File: config.mk
export PLATFORM = sky130hd
export DESIGN_NAME = ljpevr_mul
export DESIGN_NICKNAME = d
export VERILOG_FILES = /design/src/ljpevr_mul.sv
export SDC_FILE = /design/constraint.sdc
export NUM_CORES = 2
export LEC_CHECK = 0
export ABC_CLOCK_PERIOD_IN_PS = 8000
export BUFFER_PORTS_ARGS = -buffer_cell sky130_fd_sc_hd__buf_2
export CAP_MARGIN = 20
export CELL_PAD_IN_SITES_DETAIL_PLACEMENT = 0
export CELL_PAD_IN_SITES_GLOBAL_PLACEMENT = 1
export CORE_MARGIN = 2
export CORE_UTILIZATION = 25
export DETAILED_ROUTE_END_ITERATION = 6
export PLACE_DENSITY = 0.44
export SYNTH_ARGS = -nofsm -noshare
export SYNTH_HDL_FRONTEND = slang
export SYNTH_SLANG_ARGS = --single-unit
File: constraint.sdc
create_clock -name clk -period 8 [get_ports clk]
set_input_delay 1.2 -clock clk [delete_from_list [all_inputs] [get_ports clk]]
set_output_delay 1.2 -clock clk [all_outputs]
set_load 0.05 [all_outputs]
File: src/ljpevr_mul.sv
// ----------------------------------------------------------------------------
// ljpevr_mul
// Shared 32x32 unsigned multiplier with registered product.
// ----------------------------------------------------------------------------
module ljpevr_mul (
  input  logic        clk,
  input  logic [31:0] a,
  input  logic [31:0] b,
  output logic [63:0] p
);

  always_ff @(posedge clk) begin
    p <= 64'(a) * 64'(b);
  end

endmodule

==> run summary <==
The cell sitting at the root of the clock tree is a sky130_fd_sc_hd__clkbuf_16. The library cells used most frequently in the layout, excluding fill and tap cells, are sky130_fd_sc_hd__fa_1 (878), sky130_fd_sc_hd__inv_1 (854), sky130_fd_sc_hd__and2_1 (594). After synthesis, the largest area contributor takes up between 50% and 60% of total cell area.

The number of flops mapped to enable cells by yosys is 0. The path class of the tightest hold or removal check is input port to register. The final critical-path required period is between 7 and 8 ns.

The initial utilization of the core area, before any placement, comes to around a quarter. Of the cells placed in the final design, the portion with a size suffix greater than 1 is 15.8%. In this run, distinct cell masters in the synthesized netlist total 57. The met3 track utilization from global routing is 1.28%. Setup repair after global routing could not meet its margin everywhere. Of all cell types, the one taking the most synthesized area is sky130_fd_sc_hd__fa_1. The overall overflow remaining after global route is 0.

The worst-case headroom to the max-slew limit came out at around three fifths. The busiest layer in global routing is met2. The total global routing track utilization is 16.8%. The number of input and output port buffers inserted is 128. TritonCTS built the clock tree.

The timing-limited maximum frequency came out at roughly 0.13 GHz. The clock transition at the register clock pins on the worst setup and hold paths after CTS came out at 0.06 ns. The number of top-level pins came out at about 130. The worst setup path is launched from an input port. The number of buffers inserted during clock tree synthesis is 9.

The number of antenna violations at the first check in global routing is 7. The height of the chip is approximately 380 um. The number of detailed-route iterations in the first pass is 7. The core region area is ~0.14 mm2. The area growth from synthesis to layout is 19.3%. The max-slew violation count is 0. The critical path is of the input port to register type. The worst setup path is captured at a register. The largest registers in the layout are p: 64 flops. The global routing usage on met1 is roughly a fifth. The number of register bits inferred by synthesis is between 60 and 70. The weighted congestion at the end of routability-driven global placement is approximately 0.79. The setup slack of the critical path after layout came out at ~0.088 ns.

The register containing the most flip-flops in the final layout is p. The setup violation total in the final timing report is 0. For this run, the leading register cell type out of synthesis is sky130_fd_sc_hd__dfxtp_1. For this run, asynchronously set or reset flops after synthesis account for 0%.

Dividing the detail-routed via count by the number of cells gives 4.23. The yosys synthesis warning count came out at 0. The run finished with clean final reports. The max capacitance violation total is 0. The routed length per instance is roughly 19 um. The overall die width came out at ~380 um.

The average footprint of a synthesized cell came out at ~9 um2. The via count of the first global-routing pass is approximately 29k. The number of standard cells after synthesis came out at 3748. The number of hold violations in the final report is 0. The H-tree depth is 3. The number of antenna-violating nets in the routed design is 0.

The data arrival time at the worst-slack endpoint is slightly above 8 ns. The sum of net half-perimeters after detailed placement is 103000 um. The final critical-path share of the clock period is a little over nine tenths.

The netlist area before placement is ~0.035 mm2. The first routing iteration left 840 violations. The initialized floorplan defines 136 standard-cell rows. For the pin with the worst max-slew slack, the measured transition is approximately 0.62 ns. The first-pass GRT wire length came out at approximately 180000 um. The final layout contains approximately 5.3k nets.

The critical path starts at a[12]. The routed wire length is between 100000 and 150000 um. The net count after synthesis is 4972. The hold path startpoint is a[0]. The number of buffers inserted by hold repair at cts is 0.

Of all nets on the critical path, the largest fanout is 7. The detailed router placed 24.9k vias in this run. The sink count of the clock tree came out at 64. The number of flip-flops under the largest register name is 64. The total DRC errors in the routed layout is 0. The deepest clock path buffer count is 2. The global-route track usage on met2 is between 30% and 40%. By area the synthesized netlist is led by sky130_fd_sc_hd__fa_1 (52%), sky130_fd_sc_hd__and2_1 (11%), sky130_fd_sc_hd__ha_1 (9.5%), sky130_fd_sc_hd__inv_1 (9.4%), sky130_fd_sc_hd__nand2_1 (5.2%). At the placement stage, the worst setup path has a slack of -0.681 ns. The total die area is about 0.14 mm2.

The critical path data required time came out at between 8 and 9 ns. Summing the sequential cell areas from Yosys gives 3.69% of the chip area. Leaving out fill and tap cells, the most frequent cell in the layout is sky130_fd_sc_hd__fa_1. The pin count of the biggest net entering global routing is 27.
## worst max-delay path, cell delays in order
cell                        delay, ns
sky130_fd_sc_hd__buf_12          0.12
sky130_fd_sc_hd__buf_12          0.13
sky130_fd_sc_hd__and2_4          0.14
sky130_fd_sc_hd__fa_1            0.54
sky130_fd_sc_hd__inv_2           0.04
sky130_fd_sc_hd__fa_1            0.55
sky130_fd_sc_hd__inv_2           0.05
sky130_fd_sc_hd__fa_2            0.57
sky130_fd_sc_hd__fa_2            0.49
sky130_fd_sc_hd__fa_1            0.63
sky130_fd_sc_hd__fa_2            0.45
sky130_fd_sc_hd__fa_1            0.53
sky130_fd_sc_hd__inv_2           0.05
sky130_fd_sc_hd__fa_1            0.54
sky130_fd_sc_hd__inv_2           0.05
sky130_fd_sc_hd__ha_4            0.26
sky130_fd_sc_hd__nand4_1         0.14
sky130_fd_sc_hd__or4_4           0.46
sky130_fd_sc_hd__a2bb2oi_2       0.17
sky130_fd_sc_hd__o211a_1         0.17
sky130_fd_sc_hd__a31oi_4         0.19
sky130_fd_sc_hd__buf_6           0.15
sky130_fd_sc_hd__a31o_4          0.18
sky130_fd_sc_hd__a211oi_4        0.07
sky130_fd_sc_hd__buf_4           0.15
sky130_fd_sc_hd__xnor2_1         0.11
## per-stage QoR
step | TNS [ns] | hold WS (ns) | utilization (%) | cell area, um2 | std cells
3_5_place_dp | -11.82 | 1.67 | 29.3 | 40300 | 5860
3_3_place_gp | -11.72 | 1.67 | 29.3 | 40300 | 5860
2_1_floorplan | 0 | 1.33 | - | 34700 | 3748
4_1_cts | 0 | 1.46 | 29.7 | 40800 | 5873
6_report | 0 | 1.48 | 30.1 | 41400 | 5892
5_1_grt | -0.442 | 1.48 | 30.1 | 41400 | 5890
## timing repair
action / CTS / global route
endpoints found under the setup margin: 17 / 21
gates resized for setup: 68 / 113
setup buffers: 1 / 12
gates cloned: 0 / 2
pin swaps: 18 / 62
## synth_stat cells (all sizes together) (10+ instances only)
cell type,n
a21o,40
a21oi,66
a31oi,12
and2,602
and3,14
clkbuf,213
dfxtp,64
fa,896
ha,263
inv,865
nand2,480
nand3,10
nand4,23
nor2,20
o21ai,26
o21bai,11
xnor2,35
xor2,25
## routing by layer
layer	routed length, um	vias up
li1	-	11527
met1	47000	13126
met2	63900	226
met3	1720	66
met4	1980	2
met5	11	-
## cells by family after synthesis
group / Yosys count / share of synthesized area [%]
xor+xnor: 60 / 1.52
simple gates: 1177 / 17.6
fa+ha+maj: 1159 / 61.2
flops: 64 / 3.69
mux: 1 / 0.0289
compound gates: 202 / 4.15
buf+inv: 1085 / 11.8
## cell type report
| type | instances | area [um2] |
|---|---|---|
| flip-flops and latches | 64 | 1280 |
| fillers | 14781 | 96100 |
| diodes | 7 | 17.5 |
| multi-input cells | 2599 | 29600 |
| repair buffers | 547 | 4610 |
| well taps | 1794 | 2240 |
| inverters | 865 | 3250 |
| clock buffers | 11 | 243 |
| clock inverters | 5 | 80.1 |
## path summary, 6_finish.rpt
kind	endpoint	slack, ns	cells after the start
setup / recovery	p[58]$_DFF_P_	0.09	26
hold / removal	p[0]$_DFF_P_	1.48	4
Power is not shown: default switching activity piles up to over one toggle a cycle in this logic, so the estimate is an artifact.
