`src/ljpevr_pkg.sv`:
```
// ----------------------------------------------------------------------------
// ljpevr_pkg
// Shared types, widths and constants of the Lennard-Jones pair energy,
// virial and pair-distance histogram unit.
// ----------------------------------------------------------------------------
package ljpevr_pkg;

  localparam int MAX_PARTICLES_DEF = 1024;
  localparam int NUM_BINS_DEF      = 64;

  localparam int CFG_IDX_W  = 2;
  localparam int CFG_DATA_W = 32;

  localparam logic [CFG_IDX_W-1:0] REG_BOX    = 2'd0;
  localparam logic [CFG_IDX_W-1:0] REG_CUTOFF = 2'd1;
  localparam logic [CFG_IDX_W-1:0] REG_IBW    = 2'd2;

  localparam logic [22:0] BOX_RST    = 23'd1048576;
  localparam logic [31:0] CUTOFF_RST = 32'd16777216;
  localparam logic [23:0] IBW_RST    = 24'd1048576;

  localparam int R_W    = 52;
  localparam int ROOT_W = 26;
  localparam int U_W    = 62;
  localparam int Q_W    = 64;

  localparam logic [U_W-1:0] INV_CAP = 62'h2000_0000_0000_0000;
  localparam logic [19:0]    COUNT_MAX = 20'hFFFFF;

  typedef struct packed {
    logic signed [23:0] pos_x;
    logic signed [23:0] pos_y;
    logic signed [23:0] pos_z;
    logic               last_particle;
  } item_t;

  typedef struct packed {
    logic [5:0]         bin_index;
    logic [19:0]        bin_count;
    logic signed [47:0] potential_energy;
    logic signed [47:0] virial;
    logic               last_bin;
  } result_t;

endpackage

```
`src/ljpevr_div.sv`:
```
// ----------------------------------------------------------------------------
// ljpevr_div
// Iterative restoring divider: quotient of 2^64 by the squared distance,
// one quotient bit per cycle.
// ----------------------------------------------------------------------------
module ljpevr_div (
  input  logic                        clk,
  input  logic                        rst,
  input  logic                        start,
  input  logic [ljpevr_pkg::R_W-1:0]  divisor,
  output logic                        done,
  output logic [ljpevr_pkg::Q_W-1:0]  quotient
);

  localparam int RW = ljpevr_pkg::R_W;
  localparam int QW = ljpevr_pkg::Q_W;

  logic          run;
  logic [6:0]    cnt;
  logic [RW-1:0] dvs;
  logic [RW-1:0] rem;
  logic [RW:0]   sh;
  logic          take;

  assign sh   = {rem, cnt == 7'd0};
  assign take = sh >= {1'b0, dvs};

  always_ff @(posedge clk) begin
    if (rst) begin
      run  <= 1'b0;
      done <= 1'b0;
      cnt  <= '0;
    end else begin
      done <= 1'b0;
      if (start) begin
        run      <= 1'b1;
        cnt      <= '0;
        dvs      <= divisor;
        rem      <= '0;
        quotient <= '0;
      end else if (run) begin
        rem      <= take ? RW'(sh - {1'b0, dvs}) : RW'(sh);
        quotient <= {quotient[QW-2:0], take};
        if (cnt == 7'(QW)) begin
          run  <= 1'b0;
          done <= 1'b1;
        end
        cnt <= cnt + 7'd1;
      end
    end
  end

endmodule

```
`config.mk`:
```
export PLATFORM = sky130hd
export DESIGN_NAME = ljpevr_div
export DESIGN_NICKNAME = d
export VERILOG_FILES = /design/src/ljpevr_pkg.sv /design/src/ljpevr_div.sv
export SDC_FILE = /design/constraint.sdc
export NUM_CORES = 1
export LEC_CHECK = 0
export BUFFER_PORTS_ARGS = -buffer_cell sky130_fd_sc_hd__buf_4
export CORE_UTILIZATION = 50
export DETAILED_ROUTE_END_ITERATION = 8
export PLACE_DENSITY = 0.7
export SYNTH_ARGS = -nofsm -noshare
export SYNTH_HDL_FRONTEND = slang
export SYNTH_SLANG_ARGS = --single-unit
```
`constraint.sdc`:
```
create_clock -name clk -period 7.1 [get_ports clk]
set_input_delay 0.71 -clock clk [delete_from_list [all_inputs] [get_ports clk]]
set_output_delay 0.71 -clock clk [all_outputs]
set_load 0.01 [all_outputs]
```
==> results of run 1 <==
-- cell families after synthesis --
| logic type | share of synthesized area [%] |
|---|---|
| buffers and inverters | 4.66 |
| XOR/XNOR | 4.42 |
| adder cells (fa/ha/maj) | 7.02 |
| AND/OR/NAND/NOR | 13.5 |
| flip-flops | 52.8 |
| AO/OA/AOI/OAI | 14.6 |
| multiplexers | 3.03 |
-- cell usage after synthesis, drive strengths merged, types with 2 or more instances --
cell / count
a2111oi: 2
a211o: 2
a211oi: 21
a21boi: 4
a21o: 28
a21oi: 55
a311oi: 2
a31o: 3
a31oi: 11
and2: 3
and3: 5
and4: 2
buf: 13
clkbuf: 31
dfxtp: 9
edfxtp: 168
ha: 54
inv: 66
mux2i: 30
nand2: 48
nand2b: 5
nand3: 9
nand4: 22
nor2: 78
nor2b: 69
nor3: 10
nor4: 3
o2111ai: 2
o211ai: 2
o21a: 4
o21ai: 31
o21bai: 5
o221ai: 2
o22ai: 5
o31ai: 7
o32ai: 2
or2: 2
or3: 3
or3b: 2
xnor2: 22
xor2: 28
-- layer usage --
| layer | vias to the layer above | share of wire [%] | global-route usage (%) |
|---|---|---|---|
| met5 | - | 0 | 0 |
| met3 | 24 | 7.8 | 7.41 |
| met1 | 3384 | 46 | 29.4 |
| met2 | 266 | 44 | 33.8 |
| li1 | 3411 | - | - |
| met4 | 0 | 1.6 | 6.79 |
-- state kept, by name (all words and copies together) (netlist names) --
| signal | cells |
|---|---|
| quotient | 64 |
| dvs | 52 |
| rem | 52 |
| cnt | 7 |
| done | 1 |
| run | 1 |
-- worst reg2reg max path, stage by stage, from the launching register on --
cell and delay (ns):
sky130_fd_sc_hd__dfxtp_1 0.34, sky130_fd_sc_hd__nor4_1 0.27, sky130_fd_sc_hd__and2_1 0.23, sky130_fd_sc_hd__nand2_1 0.08, sky130_fd_sc_hd__ha_1 0.21, sky130_fd_sc_hd__fa_1 0.42, sky130_fd_sc_hd__nor2b_1 0.17, sky130_fd_sc_hd__o2111ai_1 0.15
sky130_fd_sc_hd__a211oi_1 0.31, sky130_fd_sc_hd__o31ai_1 0.18, sky130_fd_sc_hd__a311oi_2 0.46, sky130_fd_sc_hd__o21ai_2 0.19, sky130_fd_sc_hd__o21ai_2 0.25, sky130_fd_sc_hd__nand3_1 0.15, sky130_fd_sc_hd__and3b_1 0.22, sky130_fd_sc_hd__o32ai_2 0.24
-- area by class of cell --
cell class                      instances  area (um^2)  share of cell area (%)
Tap cell                              265          332                    2.86
Clock inverter                         15          183                    1.58
Inverter                               66          248                    2.14
Clock buffer                           17          425                    3.67
Timing Repair Buffer                  125          938                    8.10
Sequential cell                       177         5230                    45.1
Multi-Input combinational cell        597         4230                    36.5
-- how the worst min path moves through the flow --
| stage | startpoint | end | slack (ns) | depth (start not counted) |
|---|---|---|---|---|
| 3_5_place_dp | cnt[6]$_SDFFE_PP0P_ | done$_SDFF_PP0_ | 0.49 | 2 |
| 4_1_cts | divisor[43] | dvs[43]$_DFFE_PP_ | 0.43 | 1 |
| 5_1_grt | divisor[48] | dvs[48]$_DFFE_PP_ | 0.42 | 1 |
| 2_1_floorplan | cnt[6]$_SDFFE_PP0P_ | done$_SDFF_PP0_ | 0.45 | 2 |
| 6_report | divisor[33] | dvs[33]$_DFFE_PP_ | 0.44 | 1 |
| 3_3_place_gp | cnt[5]$_SDFFE_PP0P_ | cnt[5]$_SDFFE_PP0P_ | 0.49 | 2 |
-- power by group --
| group | internal [mW] | total [mW] | switching [mW] | leakage [nW] |
|---|---|---|---|---|
| Clock | 0.507 | 0.967 | 0.460 | 0.298 |
| Sequential | 1.25 | 1.28 | 0.0383 | 1.70 |
| Combinational | 0.310 | 0.741 | 0.431 | 2.80 |
==> out/summary.txt, run 1 <==
Run status - finished, final reports clean
Number of register bits inferred by synthesis - 177
Post-route setup slack - 3.07 ns
Number of cell instances on the worst register-to-register path - 15
Final max-slew violation count - 0
Routed len/inst - 17.0 um
Number of synthesized flops with an enable pin - 168
Syn. warnings - 0
Minimum clock period after layout - 4.03 ns
Slew @ Worst Pin - 0.890 ns
Total gr overflow - 0
Syn Inst Count - 884
Worst r2r dst - rem[50]$_SDFFCE_PP0P_
Critical Path Slowest Stage Cell - sky130_fd_sc_hd__a311oi_2
Last weighted congestion value of the routability-driven placer - 0.914
Initial antenna violation count - 0
Library cells used by synthesis - 70
Count of endpoints failing setup in the final report - 0
Kind of critical path - flop to flop
Number of iterations in the first detailed-routing pass - 5
Die Footprint - 0.0204 mm^2
Share of the synthesized area in the top cell type - 50.9%
Data arrival time of the worst path - 4.31 ns
Util after Layout - 59.5%
Number of vias per cell - 5.61
Power Dens Cells - 258 mW/mm^2
Post-detail-place hpwl - 14.8 mm
Post-route DRC violation count - 0
Post-Synthesis Cell Area - 0.00990 mm^2
Clock transition at path regs - 0.07 ns
Post-CTS setup-driven buffer insertion count - 0
Instance count on the critical path - 15
Source-to-sink clock delay at the later pin of the worst-skew pair - 0.45 ns
Sequential element share of the synthesized area - 52.8%
Maximum root-to-sink buffer count - 2
Library cell appearing most often on the critical path - sky130_fd_sc_hd__o21ai_2
X dimension of the die - 143 um
Cell taking the most area after synthesis - sky130_fd_sc_hd__edfxtp_1
Core area - 0.0195 mm^2
Accumulated negative setup slack - 0 ns
Tcrit/Tclk final - 56.8%
GR Util All Layers - 22.0%
Area post-placement - 0.0110 mm^2
Initial DRC Count - 463
Cells after DPL - 1230
Cells along the critical path - nor4_1 > and2_1 > nand2_1 > ha_1 > fa_1 > nor2b_1 > o2111ai_1 > a211oi_1 > o31ai_1 > a311oi_2 > o21ai_2 > o21ai_2 > nand3_1 > and3b_1 > o32ai_2
CP Buf/Inv Count - 0
CP max stage delay - 0.46 ns
Crit-path max FO - 4
Total vias in the final route - 7085
Final cell area excluding filler cells - 0.0116 mm^2
Die boundary height - 143 um
Ranking of synthesized cells by area - sky130_fd_sc_hd__edfxtp_1 (51%), sky130_fd_sc_hd__ha_1 (6.8%), sky130_fd_sc_hd__nor2b_1 (4.4%), sky130_fd_sc_hd__mux2i_1 (3.0%), sky130_fd_sc_hd__nor2_1 (3.0%)
Final Skew - 0.0148 ns
Leakage - 4.79 nW
Largest net degree at the start of global routing - 82
Power consumption - 2.99 mW
RSZ-0062 raised after global routing - no
Crit path to - rem[50]$_SDFFCE_PP0P_
Headroom to the max-slew limit - 40.6%
Port Buffers - 119
Via count of the first global-routing pass - 6940
Launch instance of the worst register-to-register path - cnt[2]$_SDFFE_PP0P_
Core Rows - 51
Initial Utilization - 50.9%
Final nets - 1094
Syn Nets - 994
Area growth, synth to finish - 17.0%
Family with the most delay on the worst path - compound AO/OA/AOI/OAI gates
Routed wire length - 21.4 mm
CTS tree - built
Number of hold violations in the final report - 0
Min-delay worst type - primary input to flop
Maximum resistive drop on vdd - 0.168 mV
Worst-case setup slack after placement - 3.18 ns
Level count of the clock H-tree - 4
Commonest cells after routing, fill and taps aside - sky130_fd_sc_hd__edfxtp_1 (168), sky130_fd_sc_hd__buf_4 (125), sky130_fd_sc_hd__nor2_1 (76)
Maximum clock rate - 0.248 GHz
Avg Inst Size Synth - 11.2 um^2
Worst R2R Setup Slack - 3.07 ns
Hold-fix buffers at CTS - 0
Worst hold margin - 0.439 ns
Gates resized, CTS repair - 0
Most common cell after layout, fill and taps aside - sky130_fd_sc_hd__edfxtp_1
Num CTS Buffers - 17
Number of nets with antenna violations after routing - 0
Dominant synthesized flop cell - sky130_fd_sc_hd__edfxtp_1
Launch point of the worst path - cnt[2]$_SDFFE_PP0P_
First-pass GRT wire length - 34.8 mm
Diode insertion count for antenna repair - 0
Final std cells w/o fill - 1262
Number of fill cells in the layout - 1642
Fraction of layout instances using a drive strength above 1 - 19.6%
Clock Root Buffer - sky130_fd_sc_hd__clkbuf_16
WP data required - 7.38 ns
Async set-or-reset flop fraction in the synthesized netlist - 0%
Max-cap viol count - 0
Top-level port count - 120
Number of sinks driven by the clock tree - 177
Kind of capture point of the worst setup path - flop
Launching element type of the critical path - flop
No activity file was read; power rests on OpenSTA's default activity.
==> run 2, diff against run 1 <==
==> constraint.sdc (replaced) <==
create_clock -name clk -period 3.8 [get_ports clk]
set_input_delay 0.38 -clock clk [delete_from_list [all_inputs] [get_ports clk]]
set_output_delay 0.38 -clock clk [all_outputs]
set_load 0.01 [all_outputs]
==> run 2 against run 1 <==
Against the previous run: the flow now finishes with violations (design-rule violations); via count about the same; core utilization up 1.2 points; largest power group unchanged; cell area increased by 1.9%; sequential cell count stayed put; fmax grew 13%; setup slack worse by 2.8 ns; clock power up 77%; sequential power increased by 87%; cell count rose by 1.1%.
==> out/summary.txt, run 2 (synthesis results as in run 1) <==
Run status - finished with violations
Violated checks - design-rule violations
Routed wire length - 21.5 mm (+0.56%)
Maximum root-to-sink buffer count - 2 (unchanged)
Number of hold violations in the final report - 0 (unchanged)
Worst hold margin - 0.119 ns (-0.320 ns)
Number of iterations in the first detailed-routing pass - 7 (+2)
Clock transition at path regs - 0.08 ns (about the same)
Cells along the critical path - nor4_1 > and2_1 > nand2_1 > ha_1 > nor2b_1 > o31ai_4 > a21oi_1 > o21ai_0 > buf_4 > a2111oi_2 > buf_4 > o221ai_1 > o31ai_1 > xor2_1 > mux2i_1 > nor2_1
Level count of the clock H-tree - 4 (unchanged)
Die Footprint - 0.0204 mm^2 (unchanged)
Total vias in the final route - 7088 (+0.042%)
Die boundary height - 143 um (unchanged)
WP data required - 3.96 ns (-3.42 ns)
Final max-slew violation count - 0 (unchanged)
RSZ-0062 raised after global routing - no
Worst hold start - divisor[34]
Top-level port count - 120 (unchanged)
Initial Utilization - 50.9% (unchanged)
Critical Path Slowest Stage Cell - sky130_fd_sc_hd__o31ai_1
Kind of critical path - flop to flop
Routed len/inst - 16.9 um (-0.54%)
Most common cell after layout, fill and taps aside - sky130_fd_sc_hd__edfxtp_1
Power consumption - 5.58 mW (+86%)
Initial DRC Count - 587 (+27%)
Worst r2r dst - rem[47]$_SDFFCE_PP0P_
Launch instance of the worst register-to-register path - cnt[3]$_SDFFE_PP0P_
Largest net degree at the start of global routing - 76 (-7.3%)
Source-to-sink clock delay at the later pin of the worst-skew pair - 0.43 ns (-0.02 ns)
Crit-path max FO - 5 (+1)
Launching element type of the critical path - flop
X dimension of the die - 143 um (unchanged)
Fraction of layout instances using a drive strength above 1 - 21.4% (+1.8 points)
Number of sinks driven by the clock tree - 177 (unchanged)
Last weighted congestion value of the routability-driven placer - 0.918 (+0.48%)
Worst R2R Setup Slack - 0.23 ns (-2.84 ns)
Clock Root Buffer - sky130_fd_sc_hd__clkbuf_16
Maximum resistive drop on vdd - 0.287 mV (+71%)
Biggest registers after layout - quotient x64, dvs x52, rem x52
Number of cell instances on the worst register-to-register path - 16 (+1)
Final Skew - 0.0124 ns (-0.00244 ns)
GR Util All Layers - 21.8% (-0.24 points)
CP max stage delay - 0.36 ns (-0.10 ns)
Diode insertion count for antenna repair - 0 (unchanged)
Final std cells w/o fill - 1276 (+1.1%)
Num CTS Buffers - 17 (unchanged)
Library cell appearing most often on the critical path - sky130_fd_sc_hd__buf_4
Headroom to the max-slew limit - 45.2% (+4.5 points)
Tcrit/Tclk final - 93.9% (+37 points)
Maximum clock rate - 0.280 GHz (+13%)
Number of vias per cell - 5.55 (-1.1%)
Cells after DPL - 1240 (+0.81%)
Util after Layout - 60.7% (+1.2 points)
Core area - 0.0195 mm^2 (unchanged)
Count of endpoints failing setup in the final report - 0 (unchanged)
Post-detail-place hpwl - 15.1 mm (+2.2%)
First-pass GRT wire length - 34.3 mm (-1.3%)
Post-route DRC violation count - 2 (+2)
Initial antenna violation count - 0 (unchanged)
Number of nets with antenna violations after routing - 0 (unchanged)
Via count of the first global-routing pass - 6756 (-2.7%)
Slew @ Worst Pin - 0.821 ns (-0.0699 ns)
Min-delay worst type - primary input to flop
Port Buffers - 119 (unchanged)
Leakage - 4.88 nW (+1.9%)
Final nets - 1109 (+1.4%)
Power Dens Cells - 473 mW/mm^2 (+83%)
Area growth, synth to finish - 19.2%
Min-Delay Path Depth - 1 (unchanged)
Flip-flop count of the largest register after layout - 64 (unchanged)
Kind of capture point of the worst setup path - flop
Largest reg by FF count - quotient
Total gr overflow - 0 (unchanged)
Accumulated negative setup slack - 0 ns (unchanged)
CTS tree - built
Min-Delay Endpoint - dvs[34]$_DFFE_PP_
Commonest cells after routing, fill and taps aside - sky130_fd_sc_hd__edfxtp_1 (168), sky130_fd_sc_hd__buf_4 (132), sky130_fd_sc_hd__nor2_1 (76)
Minimum clock period after layout - 3.57 ns (-0.462 ns)
Core Rows - 51 (unchanged)
Data arrival time of the worst path - 3.73 ns (-0.58 ns)
Max-cap viol count - 0 (unchanged)
-- run 2: metrics by stage --
step                      setup WS, ns  cell area, um^2
final                            0.230            11800
after global routing           0.00671            11800
after CTS                       0.0318            11700
after detailed placement        0.0568            11100
after global placement           0.112            11100
after floorplan                  0.391             9910
-- run 2: worst max path at each step --
stage	start	depth (start not counted)	endpoint
finish	cnt[3]$_SDFFE_PP0P_	16	rem[47]$_SDFFCE_PP0P_
global route	cnt[3]$_SDFFE_PP0P_	16	rem[47]$_SDFFCE_PP0P_
CTS	cnt[3]$_SDFFE_PP0P_	15	rem[50]$_SDFFCE_PP0P_
detailed placement	cnt[3]$_SDFFE_PP0P_	15	rem[50]$_SDFFCE_PP0P_
global placement	cnt[3]$_SDFFE_PP0P_	15	rem[50]$_SDFFCE_PP0P_
floorplan	cnt[2]$_SDFFE_PP0P_	15	rem[50]$_SDFFCE_PP0P_
-- run 2: worst max-delay path, delay by kind of cell (launching register included) --
| kind | cells | cell delay (ns) |
|---|---|---|
| buffers and inverters | 2 | 0.36 |
| multiplexers | 1 | 0.17 |
| flip-flops | 1 | 0.35 |
| AO/OA/AOI/OAI | 6 | 1.31 |
| XOR/XNOR | 1 | 0.12 |
| adder cells (fa/ha/maj) | 1 | 0.21 |
| AND/OR/NAND/NOR | 5 | 0.78 |
-- run 2: timing repair --
action | 4_1_cts | 5_1_grt
hold buffers | 0 | 0
setup buffers | 0 | 4
endpoints found under the setup margin | 0 | 41
gates resized for setup | 0 | 11
-- run 2: power by group --
group,switching (mW),internal (mW)
clock,0.839,0.872
sequential,0.0738,2.33
combinational,0.826,0.640
-- run 2: cell type report --
cell class	count	area [um^2]
fillers	1627	7660
flip-flops and latches	177	5230
multi-input cells	597	4280
repair buffers	140	1160
clock buffers	18	429
well taps	265	332
inverters	66	248
clock inverters	13	135
-- run 2: metal layers --
layer,wire [um],global-route usage (%)
met1,10100,30.1
met2,9610,33.1
met3,1570,6.87
met4,271,5.60
met5,0,0
